File: src/design/fbs_pkg.sv
// Package for the frame builder: byte kind codes, function codes, register
// indexes and the descriptor type passed between the state and emit stages.
// No dependencies.
`timescale 1ns / 1ps
`default_nettype none
package fbs_pkg;

  localparam int unsigned BYTE_W   = 8;
  localparam int unsigned LEN_W    = 16;
  localparam int unsigned KIND_W   = 3;
  localparam int unsigned IDX_W    = 3;
  localparam int unsigned CFG_IDX_W = 1;
  localparam int unsigned CFG_DATA_W = 8;

  localparam logic [KIND_W-1:0] KIND_HEADER  = 3'd0;
  localparam logic [KIND_W-1:0] KIND_TYPE    = 3'd1;
  localparam logic [KIND_W-1:0] KIND_LENGTH  = 3'd2;
  localparam logic [KIND_W-1:0] KIND_PAYLOAD = 3'd3;
  localparam logic [KIND_W-1:0] KIND_SUM     = 3'd4;

  localparam logic FUNC_START   = 1'b0;
  localparam logic FUNC_PAYLOAD = 1'b1;

  localparam logic [CFG_IDX_W-1:0] REG_HEADER_FIRST  = 1'd0;
  localparam logic [CFG_IDX_W-1:0] REG_HEADER_SECOND = 1'd1;

  // Byte positions within the beats of one item.
  localparam logic [IDX_W-1:0] POS_HEADER_FIRST  = 3'd0;
  localparam logic [IDX_W-1:0] POS_HEADER_SECOND = 3'd1;
  localparam logic [IDX_W-1:0] POS_TYPE          = 3'd2;
  localparam logic [IDX_W-1:0] POS_LEN_HIGH      = 3'd3;
  localparam logic [IDX_W-1:0] POS_LEN_LOW       = 3'd4;
  localparam logic [IDX_W-1:0] POS_START_SUM     = 3'd5;
  localparam logic [IDX_W-1:0] POS_PAYLOAD       = 3'd0;
  localparam logic [IDX_W-1:0] POS_PAYLOAD_SUM   = 3'd1;

  // Everything needed to emit the bytes of one accepted item.
  typedef struct packed {
    logic                is_start;
    logic [BYTE_W-1:0]   header_first;
    logic [BYTE_W-1:0]   header_second;
    logic [BYTE_W-1:0]   data_type;
    logic [LEN_W-1:0]    frame_length;
    logic [BYTE_W-1:0]   payload_byte;
    logic [BYTE_W-1:0]   sum_byte;
    logic                data_end;
    logic [IDX_W-1:0]    last_idx;
  } fbs_desc_t;

endpackage
`default_nettype wire

File: src/design/fbs_state.sv
// Frame state and header registers; builds the emit descriptor of an item.
// Depends on fbs_pkg.
`timescale 1ns / 1ps
`default_nettype none
module fbs_state
  import fbs_pkg::*;
(
  input  wire logic                  clk,
  input  wire logic                  rst,
  input  wire logic                  cfg_we,
  input  wire logic [CFG_IDX_W-1:0]  cfg_index,
  input  wire logic [CFG_DATA_W-1:0] cfg_data,
  input  wire logic                  take,
  input  wire logic                  func,
  input  wire logic [BYTE_W-1:0]     data_type,
  input  wire logic [LEN_W-1:0]      frame_length,
  input  wire logic                  sum_on,
  input  wire logic [BYTE_W-1:0]     payload_byte,
  output fbs_desc_t                  desc,
  output logic                       desc_ok
);

  logic [BYTE_W-1:0] header_first;
  logic [BYTE_W-1:0] header_second;
  logic              frame_open;
  logic [LEN_W-1:0]  bytes_left;
  logic [BYTE_W-1:0] running_sum;
  logic              sum_wanted;

  logic              is_start;
  logic              empty;
  logic [LEN_W-1:0]  left_dec;
  logic              last;
  logic [BYTE_W-1:0] start_sum;
  logic [BYTE_W-1:0] pay_sum;

  always_comb begin
    is_start  = (func == FUNC_START);
    empty     = (frame_length == '0);
    left_dec  = bytes_left - LEN_W'(1);
    last      = (left_dec == '0);
    start_sum = header_first + header_second + data_type
              + frame_length[15:8] + frame_length[7:0];
    pay_sum   = running_sum + payload_byte;

    desc.is_start      = is_start;
    desc.header_first  = header_first;
    desc.header_second = header_second;
    desc.data_type     = data_type;
    desc.frame_length  = frame_length;
    desc.payload_byte  = payload_byte;
    if (is_start) begin
      desc.sum_byte = start_sum;
      desc.data_end = empty && !sum_on;
      desc.last_idx = (empty && sum_on) ? POS_START_SUM : POS_LEN_LOW;
    end else begin
      desc.sum_byte = pay_sum;
      desc.data_end = last && !sum_wanted;
      desc.last_idx = (last && sum_wanted) ? POS_PAYLOAD_SUM : POS_PAYLOAD;
    end
    // A payload beat with no open frame is dropped.
    desc_ok = is_start || frame_open;
  end

  always_ff @(posedge clk) begin
    if (rst) begin
      header_first  <= '0;
      header_second <= '0;
    end else if (cfg_we) begin
      case (cfg_index)
        REG_HEADER_FIRST:  header_first  <= cfg_data;
        REG_HEADER_SECOND: header_second <= cfg_data;
        default: ;
      endcase
    end
  end

  always_ff @(posedge clk) begin
    if (rst) begin
      frame_open  <= 1'b0;
      bytes_left  <= '0;
      running_sum <= '0;
      sum_wanted  <= 1'b0;
    end else if (take) begin
      if (is_start) begin
        frame_open  <= !empty;
        bytes_left  <= frame_length;
        running_sum <= start_sum;
        sum_wanted  <= !empty && sum_on;
      end else if (frame_open) begin
        bytes_left  <= left_dec;
        running_sum <= pay_sum;
        if (last) begin
          frame_open <= 1'b0;
          sum_wanted <= 1'b0;
        end
      end
    end
  end

endmodule
`default_nettype wire

File: config.mk
export PLATFORM = sky130hd
export DESIGN_NAME = fbs_state
export DESIGN_NICKNAME = d
export VERILOG_FILES = /design/src/design/fbs_pkg.sv /design/src/design/fbs_state.sv
export SDC_FILE = /design/constraint.sdc
export NUM_CORES = 1
export LEC_CHECK = 0
export BUFFER_PORTS_ARGS = -buffer_cell sky130_fd_sc_hd__buf_2
export CAP_MARGIN = 15
export CORE_MARGIN = 8
export CORE_UTILIZATION = 44
export DETAILED_ROUTE_END_ITERATION = 10
export HOLD_SLACK_MARGIN = 0.02
export PLACE_DENSITY = 0.83
export SLEW_MARGIN = 15
export SYNTH_ARGS = -nofsm -noshare
export SYNTH_HDL_FRONTEND = slang
export SYNTH_SLANG_ARGS = --single-unit
File: constraint.sdc
create_clock -name clk -period 3.5 [get_ports clk]
set_clock_uncertainty 0.1 [all_clocks]
set_input_delay 0.175 -clock clk [delete_from_list [all_inputs] [get_ports clk]]
set_output_delay 0.175 -clock clk [all_outputs]
set_load 0.005 [all_outputs]
Yosys cells after proc, flatten, opt, wreduce, memory -nomap -nowiden:

Cells that the tools add are included.

* register bits after elaboration: 42
* output and inout bits: 62
* word-level logic and storage cells: 44

* add/sub/neg operators: 6
* equality and inequality tests: 2
* multiplexer cells: 13
* bitwise operators: 2
* reduce and logical (&&, ||, !) cells: 15

Operator list (number)
* adder 8 bit: 5
* logical NOT 16 bit: 2
* two-way mux 16 bit: 2
* two-way mux 8 bit: 2
* subtractor 16 x 1 -> 16 bit (second input constant): 1
* two-way mux 12 bit: 1
* two-way mux 1 bit: 8
* AND reduction 2 bit: 3
* logical AND 1 bit: 5
* != test 2 x 1 -> 1 bit (second input constant): 2
* logical NOT 1 bit: 3
* AND reduction 3 bit: 1
* inverter 1 bit: 2
* logical OR 1 bit: 1

Depth between registers and ports, before layout:

* depth after elaboration: 5
* mapped depth: 14
* depth with buffers taken out: 14

Worst setup path after synthesis:

No wires, ideal clock.

* path type: input -> output
* start point: input port data_type[1]
* end point: output port desc[11] (netlist name)
* arrival: 3.235 ns
* data required time: 3.225 ns
* slack: -0.010 ns
* cell stages on the path: 13
* buffers on the path: 0
* cells stage by stage: inv_1 -> fa_1 -> fa_1 -> fa_1 -> inv_1 -> ha_1 -> fa_1 -> a211oi_1 -> o21bai_1 -> a21oi_1 -> xnor2_1 -> nand2_1 -> and2_1

RTL lines
* start, declared: RTL line fbs_state.sv:15 `input wire logic [BYTE_W-1:0] data_type,`
* end, declared: RTL line fbs_state.sv:19 `output fbs_desc_t desc,`

==> impl_summary.txt <==
----------------------------------------------------
[STA]
  Min cycle time layout ... 3.747 ns
  Pin slew with the least headroom to its limit ... between 0.8 and 0.9 ns
  Number of failing setup endpoints in the final timing report ... 5
  Unrepaired setup endpoints after global routing ... yes
  Final Cycle Share ... 107.1%
  Setup Total Neg Slack ... -0.6782 ns
  Fin Hold WS ... 0.02433 ns
  Number of max-slew violations in the final report ... 0
  Smallest setup slack after layout ... -0.2472 ns
  Final Hold Violating Endpoints ... 0
  Relative max-transition margin ... between 40% and 50%
  Max Clock Freq ... ~270 MHz

[Global route]
  Pin count of the biggest net entering global routing ... between 40 and 50
  Total overflow reported by the global router ... 0
  Number of antenna violations at the first check in global routing ... 0
  Via count of the first global-routing pass ... between 3000 and 4000
  First-pass GRT wire length ... ~18000 um
  Total global routing track utilization ... 18.43%

[Floorplanning]
  Effective utilization at floorplan ... roughly 44%
  Die height ... roughly 110 um
  Chip width ... 108.9 um
  Number of top-level design ports ... between 100 and 150
  Std-Cell Core Area ... 8551 um^2
  Rows ... 34
  Die footprint ... 11850 um^2

[Place]
  # placed instances ... 675
  Estimated wirelength of the detail-placed design ... 8458 um
  Placed Area ... 4309 um^2
  Placer's final routability congestion estimate ... around 0.85
  Dpl ws ... -0.3775 ns
  Buffers on Ports ... about 110

[Layout]
  Area growth, synth to finish ... 20.61%
  Post-route insts no fill ... between 600 and 700
  Final instance area ... ~4600 um^2
  Number of fill cells in the layout ... about 800
  Multi-input combinational cell area ... ~2400 um^2
  Utilization after layout ... 53.53%
  Final-stage net count ... around 670
  FF+latch area ... around 840 um^2
  Proportion of layout cells with a drive suffix above 1 ... a little under a third
  Number of diodes ... 0

[Worst setup path]
  Setup slack on the worst flop-to-flop path ... about 0.030 ns
  Reg-to-reg critical path endpoint ... running_sum[5]
  Critical path data required time ... ~3.2 ns
  Type of element capturing the critical path ... output port
  Critical path cell sequence ... buf_8 -> inv_4 -> fa_1 -> fa_1 -> fa_1 -> inv_1 -> ha_2 -> fa_2 -> a211oi_2 -> o21bai_1 -> a21oi_1 -> xnor2_1 -> nand2_1 -> and2_1 -> buf_2
  Kind of start point of the critical path ... input port
  Critical path destination ... desc[11]
  Crit path max fanout ... 2
  Timing startpoint of the critical path ... frame_length[1]
  Worst reg2reg path depth ... 14
  Category of the critical setup timing path ... input port to output port
  Worst reg2reg startpoint ... header_first[1]
  Cell with the largest stage delay on the worst path ... sky130_fd_sc_hd__fa_1
  Most numerous cell on the critical path ... sky130_fd_sc_hd__fa_1
  Critical path arrival ... 3.47 ns
  Slowest stage delay, CP ... 0.57 ns

[Yosys]
  Number of library cell types mapped by synthesis ... 57
  Number of nets produced by synthesis ... around 580
  Fraction of synthesized cell area taken by the top area cell type ... ~22%
  Total of flip-flops plus latches after synthesis ... 42
  Most used standard cells in the synthesized netlist ... sky130_fd_sc_hd__inv_1 (64), sky130_fd_sc_hd__dfxtp_1 (42), sky130_fd_sc_hd__nand2_1 (42)
  Portion of the post-synthesis area used by sequential elements ... between 20% and 30%
  EDFF count, synth ... 0
  Biggest area consumer among synthesized cells ... sky130_fd_sc_hd__dfxtp_1
  Syn. warnings ... 0
  Most instantiated library cell after synthesis ... sky130_fd_sc_hd__inv_1
  Post-Synthesis Cells ... about 490
  Dominant register cell in the synthesized netlist ... sky130_fd_sc_hd__dfxtp_1
  Ys async rst share ... 0%
  Cell Area, Synth ... about 3800 um^2
  Average size of a mapped cell ... ~7.7 um^2
  Top post-synthesis cells by area ... sky130_fd_sc_hd__dfxtp_1 (22%), sky130_fd_sc_hd__fa_1 (11%), sky130_fd_sc_hd__buf_4 (7.1%)

[CTS]
  Maximum level of the CTS H-tree ... 2
  Clock buffers created by TritonCTS ... 5
  Max Root-Sink Buffers ... 2
  Cell at the root of the clock tree ... sky130_fd_sc_hd__clkbuf_8
  Clock tree from TritonCTS ... yes
  Clk sinks ... 42
  Reg clk slew, reported paths ... approximately 0.09 ns
  Clock latency reported for the late side of the worst-skew pair ... 0.31 ns

[Pwr]
  Sequential cell fraction of total power ... slightly below 30%
  Clock Power Share ... between 10% and 20%
  Net switching power ... around 0.72 mW
  Worst supply voltage drop on vdd ... about 220 uV
  Power Total ... ~1.9 mW
  Pwr per Cell Area ... 407.1 nW/um^2
  Switching share of power ... ~39%
  Lkg Pwr ... approximately 2.2 nW
  Pint ... between 1 and 1.5 mW
  Logic pwr share ... ~52%

[Drt]
  Post-detailed-routing wire length ... approximately 11000 um
  Remaining antenna violation count ... 0
  Routed via count divided by cell count ... between 5 and 6
  Residual DRC count ... 0
  Number of vias in the routed layout ... approximately 3700
  Drt initial violations ... approximately 290
  Avg WL per Cell ... 15.71 um
  First-pass iteration count of the detailed router ... 4

[Worst hold path]
  Min-Delay Path Class ... input port to register

[Run status]
  Failing checks ... setup timing
  Outcome ... finished, violations left

[Flow run]
  Max-capacitance violation count ... 0

----------------------------------------------------
## how the worst min path moves through the flow
stage                       end         from  slack, ns  depth (start not counted)
2_1_floorplan   header_first[0]  cfg_data[0]       0.22                          2
3_3_place_gp    header_first[3]  cfg_data[3]       0.32                          3
3_5_place_dp    header_first[0]  cfg_data[0]       0.33                          3
4_1_cts         header_first[4]  cfg_data[4]       0.03                          3
5_1_grt         header_first[4]  cfg_data[4]       0.03                          3
6_report       header_second[7]  cfg_data[7]       0.02                          3
## flip-flops by register name (all words and copies together), names as in the netlist
name,count
bytes_left,16
frame_open,1
running_sum,8
header_second,8
sum_wanted,1
header_first,8
## power by group through the flow
| stage | clock [mW] | sequential (mW) | combinational [mW] |
|---|---|---|---|
| after global routing | 0.364 | 0.560 | 1.08 |
| after global placement | 0 | 0.562 | 0.861 |
| after CTS | 0.350 | 0.554 | 0.951 |
| after detailed placement | 0 | 0.565 | 0.881 |
| after floorplan | 0 | 0.553 | 0.601 |
| final | 0.348 | 0.555 | 0.961 |
## metal layers
layer | part of all wire, % | track usage [%] | vias to the layer above
li1 | - | - | 1788
met1 | 45 | 24.30 | 1718
met2 | 47 | 29.46 | 136
met3 | 7.7 | 4.137 | 11
met4 | 1.2 | 5.279 | 0
met5 | 0 | 0 | -
## critical path: cells and delay by family
family	cells	cell delay, ns
adders and majority gates	5	2.12
xor gates and xnor gates	1	0.16
buffers and inverters	4	0.29
and+or+nand+nor	2	0.30
AOI/OAI and AO/OA	3	0.44
## layout by cell type, fill, tap and decap left out, drive strengths merged, types with 9 or more instances in the layout
cell type	count
buf	140
ha	17
fa	21
a21oi	37
nor2	41
nand3	14
inv	64
o21ai	21
mux2i	10
nor4	9
a211oi	9
dfxtp	42
nand2	42
xnor2	15
## logic make-up (layout without fill, tap and decap cells)
logic type | after synthesis | in the layout | share of synthesized area (%)
and+or+nand+nor | 147 | 147 | 19.26
buffers and inverters | 124 | 216 | 16.06
muxes | 13 | 13 | 3.528
AOI/OAI and AO/OA | 105 | 105 | 17.15
DFF | 42 | 42 | 22.16
xor gates and xnor gates | 22 | 22 | 5.078
other | 1 | 1 | 0.09882
adders and majority gates | 38 | 38 | 16.68
## cell type report
type	instances	share of cell area, %
multi-input combinational	326	52.54
timing repair buffer	144	18.84
sequential	42	18.37
inverter	64	5.303
tap	108	2.952
clock buffer	7	1.886
clock inverter	1	0.1093
## what timing repair did
| item | CTS | global route |
|---|---|---|
| gates cloned | 0 | 0 |
| hold buffers | 4 | 0 |
| endpoints found under the hold margin | 4 | 0 |
| resized for setup | 25 | 4 |
| endpoints found under the setup margin | 4 | 6 |
| pin swaps | 21 | 8 |
| setup buffers | 2 | 3 |
Note: power is estimated with default switching activity, not from simulation.
