**src/design/fbs_pkg.sv**
```systemverilog
// Package for the frame builder: byte kind codes, function codes, register
// indexes and the descriptor type passed between the state and emit stages.
// No dependencies.
`timescale 1ns / 1ps
`default_nettype none
package fbs_pkg;

  localparam int unsigned BYTE_W   = 8;
  localparam int unsigned LEN_W    = 16;
  localparam int unsigned KIND_W   = 3;
  localparam int unsigned IDX_W    = 3;
  localparam int unsigned CFG_IDX_W = 1;
  localparam int unsigned CFG_DATA_W = 8;

  localparam logic [KIND_W-1:0] KIND_HEADER  = 3'd0;
  localparam logic [KIND_W-1:0] KIND_TYPE    = 3'd1;
  localparam logic [KIND_W-1:0] KIND_LENGTH  = 3'd2;
  localparam logic [KIND_W-1:0] KIND_PAYLOAD = 3'd3;
  localparam logic [KIND_W-1:0] KIND_SUM     = 3'd4;

  localparam logic FUNC_START   = 1'b0;
  localparam logic FUNC_PAYLOAD = 1'b1;

  localparam logic [CFG_IDX_W-1:0] REG_HEADER_FIRST  = 1'd0;
  localparam logic [CFG_IDX_W-1:0] REG_HEADER_SECOND = 1'd1;

  // Byte positions within the beats of one item.
  localparam logic [IDX_W-1:0] POS_HEADER_FIRST  = 3'd0;
  localparam logic [IDX_W-1:0] POS_HEADER_SECOND = 3'd1;
  localparam logic [IDX_W-1:0] POS_TYPE          = 3'd2;
  localparam logic [IDX_W-1:0] POS_LEN_HIGH      = 3'd3;
  localparam logic [IDX_W-1:0] POS_LEN_LOW       = 3'd4;
  localparam logic [IDX_W-1:0] POS_START_SUM     = 3'd5;
  localparam logic [IDX_W-1:0] POS_PAYLOAD       = 3'd0;
  localparam logic [IDX_W-1:0] POS_PAYLOAD_SUM   = 3'd1;

  // Everything needed to emit the bytes of one accepted item.
  typedef struct packed {
    logic                is_start;
    logic [BYTE_W-1:0]   header_first;
    logic [BYTE_W-1:0]   header_second;
    logic [BYTE_W-1:0]   data_type;
    logic [LEN_W-1:0]    frame_length;
    logic [BYTE_W-1:0]   payload_byte;
    logic [BYTE_W-1:0]   sum_byte;
    logic                data_end;
    logic [IDX_W-1:0]    last_idx;
  } fbs_desc_t;

endpackage
`default_nettype wire

```
**src/design/fbs_emit.sv**
```systemverilog
// Descriptor register, byte sequencer and output register of the builder.
// Depends on fbs_pkg.
`timescale 1ns / 1ps
`default_nettype none
module fbs_emit
  import fbs_pkg::*;
(
  input  wire logic              clk,
  input  wire logic              rst,
  input  wire logic              take,
  input  wire fbs_desc_t         desc_in,
  input  wire logic              desc_ok,
  output logic                   in_ready,
  output logic                   out_valid,
  input  wire logic              out_ready,
  output logic [BYTE_W-1:0]      out_byte,
  output logic [KIND_W-1:0]      byte_kind,
  output logic                   frame_end
);

  fbs_desc_t         desc;
  logic              desc_valid;
  logic [IDX_W-1:0]  idx;

  logic              load_out;
  logic              at_last;
  logic [BYTE_W-1:0] sel_byte;
  logic [KIND_W-1:0] sel_kind;
  logic              sel_end;

  always_comb begin
    load_out = desc_valid && (!out_valid || out_ready);
    at_last  = (idx == desc.last_idx);
    in_ready = !desc_valid || (load_out && at_last);
  end

  always_comb begin
    sel_byte = desc.sum_byte;
    sel_kind = KIND_SUM;
    sel_end  = 1'b1;
    if (desc.is_start) begin
      case (idx)
        POS_HEADER_FIRST: begin
          sel_byte = desc.header_first;
          sel_kind = KIND_HEADER;
          sel_end  = 1'b0;
        end
        POS_HEADER_SECOND: begin
          sel_byte = desc.header_second;
          sel_kind = KIND_HEADER;
          sel_end  = 1'b0;
        end
        POS_TYPE: begin
          sel_byte = desc.data_type;
          sel_kind = KIND_TYPE;
          sel_end  = 1'b0;
        end
        POS_LEN_HIGH: begin
          sel_byte = desc.frame_length[15:8];
          sel_kind = KIND_LENGTH;
          sel_end  = 1'b0;
        end
        POS_LEN_LOW: begin
          sel_byte = desc.frame_length[7:0];
          sel_kind = KIND_LENGTH;
          sel_end  = desc.data_end;
        end
        default: ;
      endcase
    end else if (idx == POS_PAYLOAD) begin
      sel_byte = desc.payload_byte;
      sel_kind = KIND_PAYLOAD;
      sel_end  = desc.data_end;
    end
  end

  always_ff @(posedge clk) begin
    if (rst) begin
      desc_valid <= 1'b0;
      idx        <= '0;
    end else if (take) begin
      desc_valid <= desc_ok;
      idx        <= '0;
    end else if (load_out) begin
      if (at_last) begin
        desc_valid <= 1'b0;
      end
      idx <= idx + IDX_W'(1);
    end
  end

  always_ff @(posedge clk) begin
    if (take) begin
      desc <= desc_in;
    end
  end

  always_ff @(posedge clk) begin
    if (rst) begin
      out_valid <= 1'b0;
    end else if (load_out) begin
      out_valid <= 1'b1;
    end else if (out_ready) begin
      out_valid <= 1'b0;
    end
  end

  always_ff @(posedge clk) begin
    if (load_out) begin
      out_byte  <= sel_byte;
      byte_kind <= sel_kind;
      frame_end <= sel_end;
    end
  end

endmodule
`default_nettype wire

```
**config.mk**
```make
export PLATFORM = sky130hd
export DESIGN_NAME = fbs_emit
export DESIGN_NICKNAME = d
export VERILOG_FILES = /design/src/design/fbs_pkg.sv /design/src/design/fbs_emit.sv
export SDC_FILE = /design/constraint.sdc
export NUM_CORES = 1
export LEC_CHECK = 0
export ABC_AREA = 1
export BUFFER_PORTS_ARGS = -buffer_cell sky130_fd_sc_hd__buf_2
export CAP_MARGIN = 30
export CORE_MARGIN = 4
export CORE_UTILIZATION = 30
export DETAILED_ROUTE_END_ITERATION = 8
export PLACE_DENSITY_LB_ADDON = 0.05
export SKIP_LAST_GASP = 1
export SYNTH_ARGS = -nofsm -noshare
export SYNTH_HDL_FRONTEND = slang
export SYNTH_SLANG_ARGS = --single-unit
```
**constraint.sdc**
```tcl
create_clock -name clk -period 2.8 [get_ports clk]
set_clock_uncertainty 0.05 [all_clocks]
set_input_delay 0 -clock clk [delete_from_list [all_inputs] [get_ports clk]]
set_output_delay 0 -clock clk [all_outputs]
set_load 0.005 [all_outputs]
```
=== Yosys cells after proc, flatten, opt, wreduce, memory -nomap -nowiden ===
Index checks and enable logic that the tools add are counted.

* Register bits after elaboration: 78
* Bits in latches: 0
* Bits in writable memories: 0
* Bits in read-only memories: 0
* Bits of input ports: 66
* Output and inout port bits: 14
* Logic and storage cells: 50
* Memories: 0

* $add $sub $neg: 1
* Multiply operators: 0
* Divide/modulo/power cells: 0
* Order comparisons: 0
* Equal/unequal tests: 5
* Shift operators: 0
* Muxes and demuxes: 14
* Bitwise logic cells: 0
* Reductions and logical operators: 15

{| class="wikitable"
|+ Operators with widths
! cell !! count
|-
| $pmux W8 S5 || 1
|-
| $mux W8 || 2
|-
| $pmux W3 S3 || 1
|-
| $mux W1 || 7
|-
| $eq A3 B2 Y1 const B || 2
|-
| $mux W3 || 2
|-
| $reduce_bool A2 Y1 || 3
|-
| $reduce_or A2 Y1 || 3
|-
| $reduce_or A4 Y1 || 1
|-
| $add A3 B1 Y3 const B || 1
|-
| $eq A3 B1 Y1 const B || 1
|-
| $eq A3 B3 Y1 || 1
|-
| $eq A3 B3 Y1 const B || 1
|-
| $logic_not A3 Y1 || 1
|-
| $logic_and A1 B1 Y1 || 2
|-
| $logic_not A1 Y1 || 2
|-
| $logic_or A1 B1 Y1 || 2
|-
| $pmux W1 S2 || 1
|-
| $reduce_and A2 Y1 || 1
|}

=== Depth between registers and ports, before layout ===
Gate-level depths: netlist of the first run.

* Word-level depth: 5
* Mapped depth: 11
* Depth with buffers taken out: 10

=== Worst setup path before layout of the first run ===
No wires, ideal clock.

* Kind: reg-to-reg
* Start point: reg idx[2]
* End point: reg out_byte[0] (data pin)
* Setup time: 257 ps
* Arrival: 1,375 ps
* Data required time: 2,493 ps
* Setup slack: 1,119 ps
* Cell stages (with the launch flop): 12
* Path buffers: 3
* Period minus slack after synthesis: 1,681 ps
* Cell sequence: dfxtp_1 inv_2 buf_6 buf_6 ha_1 clkbuf_1 nand2_1 nand2_1 nor2_1 nand2_1 nand3_1 nand2_1

* Word-level cells in the longest chain between the ends: 3
* Elaborated cells on any way between the ends: 8
* Those cells by class: eq/ne (4); mux (3); reduce/logical (1)

{| class="wikitable"
|+ RTL lines
! element !! RTL line !! RTL
|-
| start, declared || fbs_emit.sv:23 || <nowiki>logic [IDX_W-1:0] idx;</nowiki>
|-
| start signal, assigned || fbs_emit.sv:88 || <nowiki>idx <= idx + IDX_W'(1);</nowiki>
|-
| $eq A3 B3 Y1 (tied with other cells) || fbs_emit.sv:42 || <nowiki>case (idx)</nowiki>
|-
| $pmux W8 S5 or $mux W8 (tied branches) || fbs_emit.sv:42, fbs_emit.sv:70 ||
|-
| $mux W8 * || fbs_emit.sv:41 || <nowiki>if (desc.is_start) begin</nowiki>
|-
| via sel_byte[0] || fbs_emit.sv:27 || <nowiki>logic [BYTE_W-1:0] sel_byte;</nowiki>
|-
| end signal, assigned || fbs_emit.sv:110 || <nowiki>out_byte <= sel_byte;</nowiki>
|-
| end, declared || fbs_emit.sv:16 || <nowiki>output logic [BYTE_W-1:0] out_byte,</nowiki>
|}

The timed path passes the listed nets; every way through them passes the cells marked *.
A chain may end at the register's enable or synchronous reset.

=== Final worst setup path of the first run ===
* Start point: reg idx[0]
* End point: reg out_byte[1] (data pin)

The elaborated chain is that of the path after synthesis.

==> qor.csv, run 1 <==
metric,value,unit
Mapped Avg Cell Area,12.7,um2
Diodes inserted,0,
Critical Path Source Type,flip-flop,
Hold Path Depth,5,
grt total ovfl,0,
Wirelength per Cell,13.9,um
Vias/cell,4.26,
Worst slew margin,44.2,%
Worst-Margin Slew,834,ps
Max VDD drop,0.191,mV
Seq cells post-synth,78,
Sw Pwr,0.000569,W
Final Setup Violations,0,
Cell Count Post-Placement,456,
total design power,0.00251,W
number of flops mapped to enable cells by yosys,73,
reg2reg end,out_byte[1],
Root Buffer Master,clkbuf_8,
worst r2r src,idx[0],
Worst Hold Class,in -> reg,
Sw Share,22.7,%
final RePlAce weighted congestion,0.706,
Non-Filler Instances,535,
clk slew on worst S/H paths,70,ps
first-pass GRT wire length,12200,um
Final Instance Area,4510,um2
Final period util,77.3,%
"Seq/Total Area, Yosys",72.3,%
Leak,1.86,nW
gr usage total,12.8,%
"Max FO, Critical Path",20,
final setup TNS,0,ps
status,"complete, no violations",
DP HPWL,4970,um
proportion of layout cells with a drive suffix above 1,25.3,%
syn_nets,320,
Area after DPL,3690,um2
Synth Flop Type,edfxtp_1,
total CTS buffers,9,
cell-internal power,0.00194,W
Netlist cell types,24,
CP required,2840,ps
Worst Hold End,idx[0],
die width,111,um
Logic pwr share,12.1,%
HP Start,out_ready,
Final ANT Viol Nets,0,
Synth area leaders,"edfxtp_1, nand3_1, nand2_1, dfxtp_1, ha_1",
final hold violation count,0,
Nets,466,
full die area,12300,um2
Syn Inst Count,249,
synth warn,0,
r2r setup slk,640,ps
Clock Sinks,78,
Synth top area share,69.2,%
CP arrival,2210,ps
top cell type by total area after synthesis,edfxtp_1,
Longest Clk Path Bufs,2,
drt first-iter violations,122,
most common cell in the netlist,edfxtp_1,
top post-synthesis cells by count,"edfxtp_1, nand2_1, nand3_1",
core area,10300,um2
IO Port Bufs,79,
Pins Over Slew Limit,0,
Layout area overhead,42.4,%
initial antenna violation count,0,
minimum clock period,2160,ps
Critical Path Sink Type,flip-flop,
"Clk Latency, worst-skew pair",350,ps
RSZ-0062 raised after global routing,no,
H-Tree Depth,3,
first-pass detailed-route iteration total,4,
IO Pins,80,
FMAX,462,MHz
cell area power density,556,nW/um2
DR DRC count,0,
post-synthesis async set-or-reset flop share,0,%
CTS tree,yes,
via count,2281,
Initial Utilization,30.7,%
Detailed Route WL,7410,um
# rows,37,
Reg power frac,56.3,%
largest net degree at the start of global routing,34,
part of the power in the clock network,31.6,%
final core utilization,43.7,%
max-cap violations,0,
Reg2Reg Depth,9,
Synth Cell Area,3170,um2
vias in the first global route,2358,
Die Span Y,111,um
CP Class,reg -> reg,
## cell usage in the layout, fill, tap and decap left out, types with 2 or more instances in the layout
cell           count
a22oi_1            8
nand2_1           53
nand3_1           40
clkbuf_8           9
ha_1               5
clkinv_2           2
edfxtp_1          73
inv_2              2
dlygate4sd3_1     64
nand3b_1           8
a21oi_1            7
inv_1              9
clkbuf_1           2
dfxtp_1            5
buf_2             79
o21ai_0            6
nor2_1            15
## per-layer routing
metal / vias up / track usage (%) / wire [um] / share of wire (%)
met5: - / 0 / 0 / 0
met4: 0 / 3.86 / 85 / 1.1
met3: 7 / 4.86 / 425 / 5.7
met2: 72 / 19.6 / 3540 / 48
met1: 1020 / 16.8 / 3360 / 45
li1: 1182 / - / - / -
## sequential cells by signal, indices dropped and copies added, names as in the netlist
| register | cells |
|---|---|
| byte_kind | 3 |
| desc | 61 |
| desc_valid | 1 |
| frame_end | 1 |
| idx | 3 |
| out_byte | 8 |
| out_valid | 1 |
## how the worst max path moves through the flow
stage / start / endpoint / slack (ps) / depth (start not counted)
after floorplan: idx[2] / out_byte[0] / 1120 / 11
after global placement: idx[0] / out_byte[3] / 680 / 9
after detailed placement: idx[0] / out_byte[3] / 620 / 9
after CTS: idx[0] / out_byte[1] / 610 / 9
after global routing: idx[0] / out_byte[0] / 420 / 9
final: idx[0] / out_byte[1] / 640 / 9
## area by class of cell
class | instances | area, um2
clock buffer | 11 | 131
clock inverter | 4 | 48.8
fill | 968 | 5810
inverter | 11 | 41.3
multi-input combinational | 150 | 766
sequential | 78 | 2290
tap | 136 | 170
timing repair buffer | 145 | 1060
## kinds of logic (layout without fill, tap and decap cells)
family / after synthesis / count (layout) / share of synthesized area [%]
and+or+nand+nor: 121 / 121 / 17.5
buffers and inverters: 21 / 171 / 3.51
adders and majority gates: 5 / 5 / 1.97
AOI/OAI and AO/OA: 24 / 24 / 4.66
DFF: 78 / 78 / 72.3
## per-stage QoR
stage / hold slack (ps) / setup WS [ps]
floorplan: 19.1 / 1120
CTS: 115 / 609
global route: 132 / 416
finish: 138 / 636
detailed placement: 128 / 619
global placement: 126 / 680
## power groups by stage
stage / Clock [W] / Combinational, W / Sequential (W)
after floorplan: 0 / 0.000122 / 0.00143
after global placement: 0 / 0.000236 / 0.00144
after detailed placement: 0 / 0.000237 / 0.00144
after CTS: 0.000822 / 0.000307 / 0.00142
after global routing: 0.000885 / 0.000340 / 0.00142
final: 0.000792 / 0.000303 / 0.00141
## critical path, stage by stage, from the launching register on
cell and delay (ps):
dfxtp_1 350, inv_1 120, ha_1 650, nand2_1 160, nand2_1 150, nor2_4 80
nand2_4 150, nand2_1 70, nand3_1 60, nand2_1 70
## timing repair
item                                   4_1_cts  5_1_grt
setup buffers                                0        0
endpoints found under the hold margin       66        0
hold buffers                                64        0
gates resized for setup                      0        0
Note: power is estimated with default switching activity, not from simulation.
==> run 2, diff against run 1 <==
clock period = 2 ns   (was 2.8 ns; I/O delays follow)
==> run 2 against run 1 <==
  * Utilization rose by 0.40 points
  * Sequential power rose by 40%
  * Final cell count rose by 1.3%
  * Critical path type unchanged
  * Critical path depth did not move
  * Clock-buffer cell count fell by 1
  * Routed wire length rose by 1.1%
  * Critical endpoint is now out_byte[7]
  * Fmax rose by 17%
  * Design area rose by 0.91%
  * Worst setup slack got worse by 480 ps
  * Hold slack got worse by 85 ps
  * Combinational power rose by 43%
  * Non-clock buffer count rose by 6
==> qor.csv, run 2 (same netlist as run 1, synthesis figures left out) <==
metric,value,unit
status,"complete, no violations",
r2r setup slk,160,ps
CP Class,reg -> reg,
minimum clock period,1840,ps
Max VDD drop,0.314,mV
gr usage total,13.1,%
IO Pins,80,
RSZ-0062 raised after global routing,no,
Reg2Reg Depth,9,
final setup TNS,0,ps
CTS tree,yes,
max-cap violations,0,
final core utilization,44.1,%
grt total ovfl,0,
"Clk Latency, worst-skew pair",350,ps
Nets,472,
first-pass detailed-route iteration total,4,
Detailed Route WL,7500,um
die width,111,um
largest net degree at the start of global routing,21,
Worst slew margin,61.8,%
"commonest cells after routing, fill and taps aside","buf_2, edfxtp_1, dlygate4sd3_1",
most frequent CP cell,nand3_1,
total CTS buffers,9,
critical-path cell list,inv_1 -> ha_1 -> buf_4 -> nand3_1 -> nand3_1 -> nor2_1 -> nand2_1 -> nand3_1 -> nand2_1,
Layout area overhead,43.7,%
initial antenna violation count,0,
worst r2r src,idx[0],
Clock Sinks,78,
clk slew on worst S/H paths,80,ps
final hold violation count,0,
CP required,2050,ps
H-Tree Depth,3,
Critical Path Slowest Stage Cell,dfxtp_1,
Hold Path Depth,1,
reg2reg end,out_byte[7],
Diodes inserted,0,
Top Registers,"desc (61), out_byte (8)",
Worst-Margin Slew,573,ps
Final period util,92.2,%
DP HPWL,5250,um
Top reg by flops,desc,
HP Start,take,
proportion of layout cells with a drive suffix above 1,27.1,%
Root Buffer Master,clkbuf_8,
Pins Over Slew Limit,0,
first-pass GRT wire length,12500,um
drt first-iter violations,101,
final RePlAce weighted congestion,0.695,
CP arrival,1890,ps
core area,10300,um2
Vias/cell,4.37,
Largest register FFs,61,
vias in the first global route,2455,
"most common cell after layout, fill and taps aside",buf_2,
Longest Clk Path Bufs,2,
Critical Path Source Type,flip-flop,
FMAX,542,MHz
Die Span Y,111,um
cell area power density,757,nW/um2
# rows,37,
Final Setup Violations,0,
IO Port Bufs,79,
Initial Utilization,30.7,%
Critical Path Sink Type,flip-flop,
Worst Hold End,desc[33],
via count,2370,
Worst Hold Class,in -> reg,
DR DRC count,0,
"Max FO, Critical Path",16,
Final ANT Viol Nets,0,
"Largest stage delay, worst path",400,ps
Fin Hold WS,52.1,ps
Wirelength per Cell,13.8,um
Leak,1.88,nW
full die area,12300,um2
-- run 2: cell types whose count changed in the layout (fill, tap and decap cells not counted), sizes merged --
cell / change
bufinv: -1
clkbuf: -1
clkinvlp: +2
inv: +1
buf: +6
-- run 2: power by group --
part	switching [W]	leakage, nW	internal, W
clock network	0.000581	0.0829	0.000457
logic	0.000209	1.04	0.000223
registers	0.0000481	0.751	0.00193
total	0.000839	1.88	0.00261
-- run 2: what timing repair did --
item / CTS / global route
endpoints found under the hold margin: 66 / 0
setup endpoints to repair: 0 / 1
gates resized for setup: 0 / 1
setup buffers: 0 / 0
hold buffers: 64 / 0
-- run 2: how the worst max path moves through the flow --
stage	startpoint	to	slack [ps]	depth (start not counted)
floorplan	idx[2]	out_byte[0]	320	11
global placement	idx[0]	out_byte[2]	150	9
detailed placement	idx[0]	out_byte[2]	120	9
CTS	idx[0]	out_byte[2]	120	9
global route	idx[0]	out_byte[7]	20	9
finish	idx[0]	out_byte[7]	160	9
-- run 2: metal layers --
| layer | wire (um) | vias up | GRT usage (%) |
|---|---|---|---|
| li1 | - | 1197 | - |
| met3 | 431 | 5 | 3.66 |
| met1 | 3450 | 1091 | 17.1 |
| met2 | 3550 | 77 | 20.9 |
| met5 | 0 | - | 0 |
| met4 | 58 | 0 | 4.43 |
-- run 2: final cells by class --
class	instances	area, um2
Fill cell	970	5770
Sequential cell	78	2290
Timing Repair Buffer	151	1110
Multi-Input combinational cell	150	768
Tap cell	136	170
Clock buffer	10	128
Clock inverter	6	46.3
Inverter	11	41.3
-- run 2: stage by stage --
| stage | instances | worst slack (ps) | area (um2) | power [W] |
|---|---|---|---|---|
| after floorplan | 249 | 319 | 3170 | 0.00217 |
| after global placement | 462 | 147 | 3740 | 0.00237 |
| after detailed placement | 462 | 122 | 3740 | 0.00236 |
| after CTS | 542 | 119 | 4550 | 0.00352 |
| after global routing | 542 | 15.7 | 4550 | 0.00364 |
| final | 542 | 156 | 4550 | 0.00345 |
-- run 2: critical path, delay by kind of cell, from the launching register on --
family	cells	cell delay, ps
fa+ha+maj	1	280
simple gates	6	560
flops	1	400
buf+inv	2	320
==> run 3, diff against run 2 <==
GPL_ROUTABILITY_DRIVEN = 0   (was unset)
GPL_TIMING_DRIVEN = 0   (was unset)
clock period = 1.8 ns   (was 2 ns; I/O delays follow)
==> run 3 against run 2 <==
  * Die area unchanged
  * First-iteration DRC count decreased by 44%
  * Routed wire length increased by 3.7%
  * Sequential power increased by 11%
  * Register-to-register slack got worse by 60 ps
  * Worst setup slack got worse by 57 ps
  * Critical endpoint is now out_byte[0]
  * Largest cell class unchanged
  * Largest power group unchanged
==> qor.csv, run 3 (same netlist as run 1, synthesis figures left out) <==
metric,value,unit
status,"complete, no violations",
CP Class,reg -> reg,
"Max FO, Critical Path",10,
final hold violation count,0,
Placement Setup Slack,-285,ps
Layout area overhead,48.1,%
first-pass GRT wire length,12900,um
vias in the first global route,2505,
Reg2Reg Depth,10,
"commonest cells after routing, fill and taps aside","buf_2, edfxtp_1, dlygate4sd3_1",
"most common cell after layout, fill and taps aside",buf_2,
IO Port Bufs,79,
Cell Count Post-Placement,464,
Fin Hold WS,97.0,ps
Vias/cell,4.29,
Critical Path Slowest Stage Cell,dfxtp_4,
Initial Utilization,30.7,%
Critical Path Sink Type,flip-flop,
clk slew on worst S/H paths,70,ps
core area,10300,um2
gr usage total,13.6,%
CTS tree,yes,
critical-path cell list,inv_2 -> ha_4 -> buf_8 -> buf_6 -> nand3_1 -> nand3_1 -> nor2_1 -> nand2_1 -> nand3_1 -> nand2_1,
Non-Filler Instances,553,
FMAX,588,MHz
CP bufs+invs,3,
final core utilization,45.5,%
Detailed Route WL,7770,um
Worst-Margin Slew,797,ps
DR DRC count,0,
Root Buffer Master,clkbuf_8,
full die area,12300,um2
"delay-heaviest family, CP",simple AND/OR/NAND/NOR gates,
final setup TNS,0,ps
Worst Hold Class,in -> reg,
Final ANT Viol Nets,0,
Wirelength per Cell,14.1,um
Leak,1.95,nW
die width,111,um
r2r setup slk,100,ps
Pins Over Slew Limit,0,
HP Start,out_ready,
H-Tree Depth,3,
most frequent CP cell,nand3_1,
CP required,1850,ps
Die Span Y,111,um
area of the multi-input gates,828,um2
Top reg by flops,desc,
"Clk Latency, worst-skew pair",350,ps
IO Pins,80,
largest net degree at the start of global routing,64,
total CTS buffers,9,
Final Setup Violations,0,
Nets,483,
Clock Sinks,78,
RSZ-0062 raised after global routing,yes,
CP arrival,1750,ps
reg2reg end,out_byte[0],
initial antenna violation count,0,
cell area power density,812,nW/um2
# rows,37,
grt total ovfl,0,
Worst slew margin,46.9,%
Critical Path Source Type,flip-flop,
proportion of layout cells with a drive suffix above 1,31.9,%
Sequential Area,2300,um2
Diodes inserted,0,
Largest register FFs,61,
Hold Path Depth,5,
DP HPWL,4810,um
minimum clock period,1700,ps
via count,2374,
Worst Hold End,idx[0],
Max VDD drop,0.542,mV
Top Registers,"desc (61), out_byte (8)",
FILL cells,955,
max-cap violations,0,
Setup WS post-layout,99.1,ps
Longest Clk Path Bufs,2,
"Largest stage delay, worst path",360,ps
worst r2r src,idx[0],
Final period util,94.5,%
drt first-iter violations,57,
first-pass detailed-route iteration total,4,
==> run 3: where the power goes <==
group	internal, W	switching [W]	total [W]
sequential	0.00214	0.0000427	0.00219
clock	0.000490	0.000604	0.00109
combinational	0.000273	0.000259	0.000532
total	0.00291	0.000906	0.00381
==> run 3: repair_timing <==
action / 4_1_cts / 5_1_grt
hold endpoints to repair: 66 / 0
pin swaps: 1 / 4
buffers inserted: 2 / 8
resized for setup: 12 / 14
endpoints found under the setup margin: 10 / 9
hold buffers: 64 / 0
==> run 3: final cells by class <==
type                       count  share of cell area, %
multi-input combinational    150                   17.6
sequential                    78                   49.0
inverter                      11                  0.880
timing repair buffer         153                   23.8
clock buffer                  11                   2.80
tap                          136                   3.62
clock inverter                 5                  0.560
buffer                         9                   1.68
==> run 3: worst register-to-register path, stage by stage (launching register included) <==
cell and delay [ps]:
dfxtp_4 360, inv_2 60, ha_4 170, buf_8 140
buf_6 150, nand3_1 80, nand3_1 90, nor2_1 130
nand2_1 90, nand3_1 80, nand2_1 60
==> run 3: how the worst max path moves through the flow <==
stage	from	endpoint	slack [ps]	cells past startpoint
floorplan	idx[2]	out_byte[0]	120	11
global placement	idx[2]	out_byte[6]	-280	11
finish	idx[0]	out_byte[0]	100	10
global route	idx[0]	out_byte[3]	-5	10
detailed placement	idx[2]	out_byte[6]	-290	11
CTS	idx[0]	out_byte[6]	5	10
==> run 3: per-stage QoR <==
step           total power [W]  instance area, um2
2_1_floorplan          0.00241                3170
3_3_place_gp           0.00262                3730
3_5_place_dp           0.00262                3740
4_1_cts                0.00386                4580
5_1_grt                0.00403                4690
6_report               0.00381                4690
==> run 3: layer usage <==
metal | share of wire, % | routed length, um | vias to the layer above | track usage, %
li1 | - | - | 1215 | -
met3 | 5.2 | 406 | 7 | 4.20
met4 | 1.3 | 103 | 0 | 4.43
met1 | 45 | 3490 | 1080 | 17.3
met5 | 0 | 0 | - | 0
met2 | 49 | 3770 | 72 | 22.1
